### config.mk
export PLATFORM = sky130hd
export DESIGN_NAME = ttsc_ctrl
export DESIGN_NICKNAME = d
export VERILOG_FILES = /design/src/sv/ttsc_pkg.sv /design/src/sv/ttsc_ctrl.sv
export VERILOG_INCLUDE_DIRS = /design/src /design/src/sv
export SDC_FILE = /design/constraint.sdc
export NUM_CORES = 1
export LEC_CHECK = 0
export BUFFER_PORTS_ARGS = -buffer_cell sky130_fd_sc_hd__buf_2
export CAP_MARGIN = 20
export CORE_MARGIN = 2
export CORE_UTILIZATION = 55
export CTS_CLUSTER_SIZE = 40
export DETAILED_ROUTE_END_ITERATION = 6
export GPL_ROUTABILITY_DRIVEN = 0
export PLACE_DENSITY = 0.8
export SLEW_MARGIN = 20
export SYNTH_ARGS = -nofsm -noshare
export SYNTH_HDL_FRONTEND = slang
export SYNTH_SLANG_ARGS = --single-unit
### constraint.sdc
create_clock -name i_clk -period 1.9 [get_ports i_clk]
set_input_delay 0.38 -clock i_clk [delete_from_list [all_inputs] [get_ports i_clk]]
set_output_delay 0.38 -clock i_clk [all_outputs]
set_load 0.01 [all_outputs]
### src/sv/triangle_transform_slope_classify_unit_defines.svh
// Assertion helpers used by the sequencer (ttsc_ctrl). Each use expands to one labeled
// concurrent assertion clocked on i_clk and disabled while i_rst_n is low.
`ifndef TRIANGLE_TRANSFORM_SLOPE_CLASSIFY_UNIT_DEFINES_SVH
`define TRIANGLE_TRANSFORM_SLOPE_CLASSIFY_UNIT_DEFINES_SVH

// Condition holds in the same cycle as the trigger.
`define TTSC_ASSERT_NOW(label, ante, cons, msg) \
    label: assert property (@(posedge i_clk) disable iff (!i_rst_n) (ante) |-> (cons)) \
        else $error(msg);

// Condition holds in the cycle after the trigger.
`define TTSC_ASSERT_NEXT(label, ante, cons, msg) \
    label: assert property (@(posedge i_clk) disable iff (!i_rst_n) (ante) |=> (cons)) \
        else $error(msg);

`endif

### src/sv/ttsc_pkg.sv
package ttsc_pkg;

    localparam int COORD_BITS_DEF = 24;
    localparam int COEF_BITS_DEF  = 16;

    // digit-serial multiplier: digit width and digits of the squared cosine
    localparam int DIGIT_W   = 8;
    localparam int STEEP_W   = 16;
    localparam int C2_W      = 2 * STEEP_W;
    localparam int C2_DIGITS = C2_W / DIGIT_W;
    localparam int SLOPE_SHIFT = 30;

    localparam int CFG_IDX_W = 4;
    localparam logic [CFG_IDX_W-1:0] CFG_ROW_X       = 4'd0;
    localparam logic [CFG_IDX_W-1:0] CFG_ROW_Y       = 4'd1;
    localparam logic [CFG_IDX_W-1:0] CFG_ROW_Z       = 4'd2;
    localparam logic [CFG_IDX_W-1:0] CFG_OFFSET_X    = 4'd3;
    localparam logic [CFG_IDX_W-1:0] CFG_OFFSET_Y    = 4'd4;
    localparam logic [CFG_IDX_W-1:0] CFG_OFFSET_Z    = 4'd5;
    localparam logic [CFG_IDX_W-1:0] CFG_STEEP_COS   = 4'd6;
    localparam logic [CFG_IDX_W-1:0] CFG_EXTRA_FLAGS = 4'd7;

    localparam logic [STEEP_W-1:0] STEEP_RESET = 16'd32768;

    localparam logic [1:0] KIND_TRI     = 2'd0;
    localparam logic [1:0] KIND_BOX_MIN = 2'd1;
    localparam logic [1:0] KIND_BOX_MAX = 2'd2;

    localparam logic [7:0] FLAG_WALKABLE = 8'h01;
    localparam logic [7:0] FLAG_STEEP    = 8'h04;

    typedef enum logic [3:0] {
        ST_IDLE,
        ST_XFORM,
        ST_EDGE,
        ST_CROSS,
        ST_SQ_LOAD,
        ST_SQ_STEP,
        ST_SQ_ADD,
        ST_RH_LOAD,
        ST_RH_STEP,
        ST_DECIDE,
        ST_OUT_TRI,
        ST_OUT_MIN,
        ST_OUT_MAX
    } t_state;

    typedef enum logic [3:0] {
        OP_NONE,
        OP_LOAD,
        OP_XF_MAC,
        OP_XF_FIN,
        OP_EDGE,
        OP_CROSS,
        OP_SQ_LOAD,
        OP_DIGIT,
        OP_SQ_ADD,
        OP_RH_LOAD,
        OP_DECIDE,
        OP_EMIT_MIN,
        OP_EMIT_MAX
    } t_op;

    typedef struct packed {
        t_op        op;
        logic [1:0] v;   // vertex
        logic [1:0] a;   // axis
        logic [1:0] j;   // coefficient
        logic [2:0] k;   // cross product term or square select
    } t_cmd;

    typedef struct packed {
        logic last;
    } t_stat;

endpackage

### src/sv/ttsc_ctrl.sv
`include "triangle_transform_slope_classify_unit_defines.svh"

module ttsc_ctrl import ttsc_pkg::*; #(
    parameter int COORD_BITS = COORD_BITS_DEF
) (
    input  logic  i_clk,
    input  logic  i_rst_n,
    input  logic  i_in_valid,
    output logic  o_in_ready,
    output logic  o_out_valid,
    input  logic  i_out_ready,
    input  t_stat i_stat,
    output t_cmd  o_cmd
);

    localparam int ND  = (2 * COORD_BITS + 2 + DIGIT_W - 1) / DIGIT_W;
    localparam int DCW = $clog2(ND);

    t_state           r_state, n_state;
    logic [1:0]       r_v, n_v;
    logic [1:0]       r_a, n_a;
    logic [1:0]       r_j, n_j;
    logic [2:0]       r_k, n_k;
    logic [DCW-1:0]   r_d, n_d;

    always_ff @(posedge i_clk) begin
        if (!i_rst_n) begin
            r_state <= ST_IDLE;
            r_v     <= '0;
            r_a     <= '0;
            r_j     <= '0;
            r_k     <= '0;
            r_d     <= '0;
        end else begin
            r_state <= n_state;
            r_v     <= n_v;
            r_a     <= n_a;
            r_j     <= n_j;
            r_k     <= n_k;
            r_d     <= n_d;
        end
    end

    always_comb begin
        n_state     = r_state;
        n_v         = r_v;
        n_a         = r_a;
        n_j         = r_j;
        n_k         = r_k;
        n_d         = r_d;
        o_in_ready  = 1'b0;
        o_out_valid = 1'b0;
        o_cmd       = '{op: OP_NONE, v: r_v, a: r_a, j: r_j, k: r_k};
        unique case (r_state)
            ST_IDLE: begin
                o_in_ready = 1'b1;
                if (i_in_valid) begin
                    o_cmd.op = OP_LOAD;
                    n_v      = '0;
                    n_a      = '0;
                    n_j      = '0;
                    n_state  = ST_XFORM;
                end
            end
            ST_XFORM: begin
                if (r_j != 2'd3) begin
                    o_cmd.op = OP_XF_MAC;
                    n_j      = r_j + 2'd1;
                end else begin
                    o_cmd.op = OP_XF_FIN;
                    n_j      = '0;
                    if (r_a == 2'd2) begin
                        n_a = '0;
                        if (r_v == 2'd2) begin
                            n_v     = '0;
                            n_state = ST_EDGE;
                        end else begin
                            n_v = r_v + 2'd1;
                        end
                    end else begin
                        n_a = r_a + 2'd1;
                    end
                end
            end
            ST_EDGE: begin
                o_cmd.op = OP_EDGE;
                n_k      = '0;
                n_state  = ST_CROSS;
            end
            ST_CROSS: begin
                o_cmd.op = OP_CROSS;
                if (r_k == 3'd5) begin
                    n_k     = '0;
                    n_state = ST_SQ_LOAD;
                end else begin
                    n_k = r_k + 3'd1;
                end
            end
            ST_SQ_LOAD: begin
                o_cmd.op = OP_SQ_LOAD;
                n_d      = '0;
                n_state  = ST_SQ_STEP;
            end
            ST_SQ_STEP: begin
                o_cmd.op = OP_DIGIT;
                if (r_d == DCW'(ND - 1)) begin
                    n_state = ST_SQ_ADD;
                end else begin
                    n_d = r_d + DCW'(1);
                end
            end
            ST_SQ_ADD: begin
                o_cmd.op = OP_SQ_ADD;
                if (r_k == 3'd2) begin
                    n_k     = '0;
                    n_state = ST_RH_LOAD;
                end else begin
                    n_k     = r_k + 3'd1;
                    n_state = ST_SQ_LOAD;
                end
            end
            ST_RH_LOAD: begin
                o_cmd.op = OP_RH_LOAD;
                n_d      = '0;
                n_state  = ST_RH_STEP;
            end
            ST_RH_STEP: begin
                o_cmd.op = OP_DIGIT;
                if (r_d == DCW'(C2_DIGITS - 1)) begin
                    n_state = ST_DECIDE;
                end else begin
                    n_d = r_d + DCW'(1);
                end
            end
            ST_DECIDE: begin
                o_cmd.op = OP_DECIDE;
                n_state  = ST_OUT_TRI;
            end
            ST_OUT_TRI: begin
                o_out_valid = 1'b1;
                if (i_out_ready) begin
                    if (i_stat.last) begin
                        o_cmd.op = OP_EMIT_MIN;
                        n_state  = ST_OUT_MIN;
                    end else begin
                        n_state = ST_IDLE;
                    end
                end
            end
            ST_OUT_MIN: begin
                o_out_valid = 1'b1;
                if (i_out_ready) begin
                    o_cmd.op = OP_EMIT_MAX;
                    n_state  = ST_OUT_MAX;
                end
            end
            ST_OUT_MAX: begin
                o_out_valid = 1'b1;
                if (i_out_ready) begin
                    n_state = ST_IDLE;
                end
            end
            default: n_state = ST_IDLE;
        endcase
    end

    `TTSC_ASSERT_NOW(a_ready_excl, o_in_ready, !o_out_valid, "input ready while a result is pending")
    `TTSC_ASSERT_NEXT(a_accept_starts, i_in_valid && o_in_ready, r_state == ST_XFORM, "accepted triangle did not start the transform")
    `TTSC_ASSERT_NEXT(a_decide_emits, r_state == ST_DECIDE, o_out_valid, "classified triangle not presented")
    `TTSC_ASSERT_NOW(a_box_only_last, r_state == ST_OUT_MIN || r_state == ST_OUT_MAX, i_stat.last, "box emitted for a triangle that is not final")

endmodule

==> results of run 1 <==
## power by group through the flow
stage / Clock (mW) / Sequential (mW) / Combinational, mW
after detailed placement: 0 / 0.473 / 1.10
after floorplan: 0 / 0.447 / 0.776
after CTS: 0.234 / 0.468 / 1.13
after global placement: 0 / 0.464 / 1.06
final: 0.227 / 0.484 / 1.22
after global routing: 0.248 / 0.495 / 1.34
## worst max-delay path: stages, from the launching register on
cell and delay (ns):
dfxtp_1 0.37, ha_1 0.15, ha_1 0.19, nor2b_1 0.08, o311ai_2 0.27, o2111ai_2 0.22, buf_4 0.19, o211ai_1 0.16
o31ai_1 0.09
## path summary, 6_finish.rpt
path                                   end  depth (start not counted)
worst max-delay path            r_state[2]                          8
worst min-delay path            r_state[3]                          2
worst max register to register  r_state[2]                          8
worst min register to register      r_d[0]                          2
## per-stage QoR
stage	total power [mW]	hold WS, ns
finish	1.93	0.473
global route	2.08	0.483
floorplan	1.22	0.451
detailed placement	1.58	0.474
CTS	1.83	0.471
global placement	1.53	0.459
## Yosys cell counts, types with 2 or more instances
| cell | n | share of area |
|---|---|---|
| nand2_1 | 20 | 0.061 |
| dfxtp_1 | 16 | 0.26 |
| o21ai_0 | 12 | 0.049 |
| nor2_1 | 9 | 0.027 |
| nor2b_1 | 9 | 0.046 |
| a21oi_1 | 8 | 0.032 |
| inv_1 | 8 | 0.024 |
| nand2b_1 | 6 | 0.030 |
| nor3_1 | 6 | 0.024 |
| buf_2 | 5 | 0.020 |
| nor3b_1 | 5 | 0.030 |
| a21boi_0 | 4 | 0.024 |
| clkbuf_1 | 4 | 0.012 |
| ha_1 | 4 | 0.041 |
| a21o_1 | 3 | 0.018 |
| mux2i_1 | 3 | 0.024 |
| nand4b_1 | 3 | 0.021 |
| o31ai_1 | 3 | 0.018 |
| or3_1 | 3 | 0.015 |
| a21boi_1 | 2 | 0.012 |
| buf_1 | 2 | 0.0061 |
| nand3_1 | 2 | 0.0081 |
| o211ai_1 | 2 | 0.012 |
| o221a_2 | 2 | 0.018 |
| o22ai_1 | 2 | 0.010 |
## sequential cells by signal, indices dropped and copies added (netlist names)
name / count
r_a: 2
r_v: 2
r_d: 3
r_j: 2
r_k: 3
r_state: 4
## cell usage in the layout (no fill, tap or decap), drive strengths merged, types with 3 or more instances in the layout
master and instances:
a21boi 6, a21o 3, a21oi 8, buf 36, clkbuf 4, dfxtp 16, ha 4, inv 8
mux2i 3, nand2 20, nand2b 6, nand4b 3, nor2 9, nor2b 9, nor3 6, nor3b 5
o21ai 13, o22ai 3, o31ai 3, or3 3
## area by class of cell
| class | count | area [sq um] |
|---|---|---|
| multi-input combinational | 126 | 858 |
| fill | 185 | 643 |
| sequential | 16 | 333 |
| timing repair buffer | 36 | 230 |
| clock buffer | 4 | 36.3 |
| tap | 28 | 35.0 |
| inverter | 9 | 33.8 |
## metal layers
layer	share of wire	up-vias
met5	0	-
met3	0.049	2
met1	0.43	643
met4	0.0082	0
met2	0.51	51
li1	-	648
## what timing repair did
item                                   CTS  global route
gates resized for setup                  4            13
cloned                                   0             0
hold buffers                             0             0
setup buffers                            1             1
pin swaps                                0             2
endpoints found under the hold margin    0             0
setup endpoints to repair                2            10
## logic make-up after synthesis
logic type               after synthesis  share of synthesized area
AND/OR/NAND/NOR                       68                      0.304
AO/OA/AOI/OAI                         51                      0.300
buffers and inverters                 21                     0.0719
flip-flops                            16                      0.259
adder cells (fa/ha/maj)                4                     0.0405
multiplexers                           3                     0.0243
==> metrics, run 1 <==
CTS tree built; DRT Pass-1 Iters 4; worst slew pin tran 0.366 ns; initial antenna violation count 0; CP max FO 3; Sinks on Clock Net 16; pre-CTS WS 0.0722 ns; EDFF count, synth 0; final design utilization 0.704; die area 2640 sq um; Via density 6.14; I/O Pins 20; Crit. End Element flip-flop; clock buffer count from CTS 3; Final Cycle Share 0.964; die span in y 51.4 um; outcome finished, final reports clean; via count 1344; gr usage total 0.263; Horiz. Die Dim 51.4 um; GR peak layer met2; kind of critical path reg2reg; DR iter-0 viols 44; syn nets 172; Synth cell types 45; Yosys reg bits 16; drt total wl 3170 um; power per cell area 1270 nW/um^2; WL/cell 14.5 um; critical path startpoint r_d[1]; Max Slew Vio Count 0; post-route ant nets 0; DPL Wire Length 2310 um; global-route wire length before repair 5340 um; Non-Filler Instances 219; DRC viols 0; required time of the worst setup path 2.08 ns; ys flop type dfxtp_1; H-tree depth 1; hold crit path type in2reg; Setup TNS Final 0 ns; core area 2170 sq um; final net count 201; startpoint type of the worst setup path flip-flop; fraction of registers with async set/reset 0; leakage power 0.637 nW; min cycle time layout 1.83 ns; ratio of cells with drive above 1 in the final layout 0.298; placed instance area 1420 sq um; Max Root-Sink Buffers 2; clock power share 0.117; # setup viols final 0; # rows 17; R2R setup slack 0.07 ns; Switch Pwr 845 uW; Placed Cells 213; vias in the first global route 1207; clock root buffer clkbuf_4; total grt overflow 0; worst setup margin 0.0685 ns; Internal Power 1.09 mW; GR Util met1 0.333; Initial Utilization 0.569; sequential fraction of the synthesis area 0.259; met3 global-route usage 0.0205; Crit Reg-Reg Startpoint r_d[1]; Hold Crit Start i_rst_n; synthesis-to-layout area growth 23.6%; Max Cap Violations 0; Max-slew headroom 0.750; maximum vdd drop 985 uV; largest net degree at the start of global routing 19; Worst-path clk slew 0.10 ns; final hold viol count 0; yosys warns 0; fmax 0.546 GHz; Switching Share 0.437; Crit path arrival time 2.01 ns; Flop pwr share 0.250; synthesized area per cell 7.58 sq um; Clock Latency Late Sink 0.29 ns; Syn Std Cell Area 1230 sq um; Clock Skew 0.00627 ns; Comb power frac 0.633; Inserted Diodes 0; Final Instance Area 1530 sq um; IO buf count 19; Synth Instances 163; met2 GRT Util 0.462
No activity file was read; power rests on OpenSTA's default activity.
==> inputs of run 2 (changes only) <==
Settings changed: PLACE_DENSITY 0.8 to 0.87, TNS_END_PERCENT set to 20.
==> run 2 against run 1 <==
  * Maximum frequency shrank 2.0%
  * Via count rose by 1.8%
  * Die area unchanged
  * Sequential power grew 4%
  * Flip-flop and latch count unchanged
  * Largest cell class unchanged
  * Critical path type is now reg2out
==> metrics, run 2 (synthesis gave the netlist of run 1 again) <==
maximum vdd drop 793 uV; drt total wl 3550 um; Max Cap Violations 0; commonest non-fill, non-tap cell in the layout buf_2; gr usage total 0.274; total grt overflow 0; Non-Filler Instances 219; Via density 6.25; Horiz. Die Dim 51.4 um; clock power share 0.121; Initial Utilization 0.569; Flop pwr share 0.249; max FFs per register 4; Most flops, register r_state; hold crit path type in2reg; leakage power 0.642 nW; min cycle time layout 1.87 ns; Clock Skew 0.00383 ns; I/O Pins 20; filler instances 184; H-tree depth 1; DRT Pass-1 Iters 4; final hold viol count 0; initial antenna violation count 0; Post-CTS Hold Buffers 0; Crit. End Element output port; kind of critical path reg2out; DPL Wire Length 2300 um; final design utilization 0.715; die area 2640 sq um; Switching Share 0.451; clock root buffer clkbuf_4; largest net degree at the start of global routing 19; Worst-path clk slew 0.11 ns; Internal Power 1.11 mW; CTS tree built; Switch Pwr 910 uW; Inserted Diodes 0; DRC viols 0; Crit path arrival time 1.49 ns; Sinks on Clock Net 16; core area 2170 sq um; post-route ant nets 0; CP max FO 7; via count 1368; # rows 17; Tot Pwr 2.02 mW; Placed Cells 210; startpoint type of the worst setup path flip-flop; power per cell area 1300 nW/um^2; fmax 0.535 GHz; Regs by FF count r_state x4, r_d x3, r_k x3; Clock Latency Late Sink 0.30 ns; clock buffer count from CTS 3; Max Slew Vio Count 0; outcome finished, final reports clean; vias in the first global route 1248; Final Cycle Share 0.984; required time of the worst setup path 1.52 ns; global-route wire length before repair 5440 um; worst slew pin tran 0.432 ns; Max Root-Sink Buffers 2; synthesis-to-layout area growth 25.5%; RSZ-0062 raised after global routing true; IO buf count 19; Max-slew headroom 0.704; WL/cell 16.2 um; die span in y 51.4 um; ratio of cells with drive above 1 in the final layout 0.314; final net count 201; Comb power frac 0.630; # setup viols final 0; commonest non-fill, non-tap cells in the layout buf_2 (19), nand2_1 (18), buf_4 (13), o21ai_0 (11), dfxtp_1 (10); DR iter-0 viols 46
run 2: cell counts in the layout (fill, tap and decap cells not counted):
Identical to the previous run, type by type.
run 2: final timing paths:
path	to	startpoint	depth (start not counted)	slack [ns]
worst max-delay path	o_cmd[10]	r_state[0]	6	0.03
worst min-delay path	r_state[3]	i_rst_n	2	0.46
worst max register to register	r_d[0]	r_state[0]	6	0.03
worst min register to register	r_d[1]	r_d[1]	2	0.49
run 2: layer usage:
| layer | up-vias | routed length (um) | GRT usage |
|---|---|---|---|
| met1 | 645 | 1480 | 0.325 |
| met4 | 0 | 101 | 0.145 |
| met3 | 13 | 189 | 0.0292 |
| met5 | - | 0 | 0 |
| li1 | 649 | - | - |
| met2 | 61 | 1780 | 0.479 |
run 2: worst max-delay path, cell delays in order, from the launching register on:
cell	delay [ns]
dfxtp_4	0.37
buf_4	0.15
buf_6	0.13
buf_4	0.13
o22ai_1	0.13
a21o_1	0.15
buf_2	0.12
run 2: through the flow:
stage / setup WS, ns / hold slack, ns / instance area, sq um / setup TNS [ns]
6_report: 0.0312 / 0.456 / 1550 / 0
5_1_grt: -0.0539 / 0.491 / 1550 / -0.159
4_1_cts: 0.00331 / 0.457 / 1490 / 0
3_5_place_dp: -0.0274 / 0.481 / 1400 / -0.0696
3_3_place_gp: 0.143 / 0.459 / 1400 / 0
2_1_floorplan: 0.0573 / 0.451 / 1240 / 0
run 2: power groups by stage:
stage / Combinational [mW] / Sequential, mW / Clock, mW
finish: 1.27 / 0.502 / 0.244
floorplan: 0.776 / 0.447 / 0
global placement: 1.01 / 0.481 / 0
detailed placement: 1.06 / 0.490 / 0
CTS: 1.14 / 0.484 / 0.242
global route: 1.37 / 0.510 / 0.258
run 2: final cells by class:
class                           instances  area [sq um]  share of cell area
Timing Repair Buffer                   36           238               0.153
Sequential cell                        16           338               0.218
Clock buffer                            4          36.3              0.0234
Multi-Input combinational cell        126           870               0.561
Tap cell                               28          35.0              0.0226
Inverter                                9          33.8              0.0218
run 2: repair_timing:
action | in CTS | in global routing
pin swaps | 1 | 4
hold endpoints to repair | 0 | 0
cloned | 0 | 0
setup buffers | 2 | 3
setup endpoints to repair | 8 | 12
resized for setup | 10 | 14
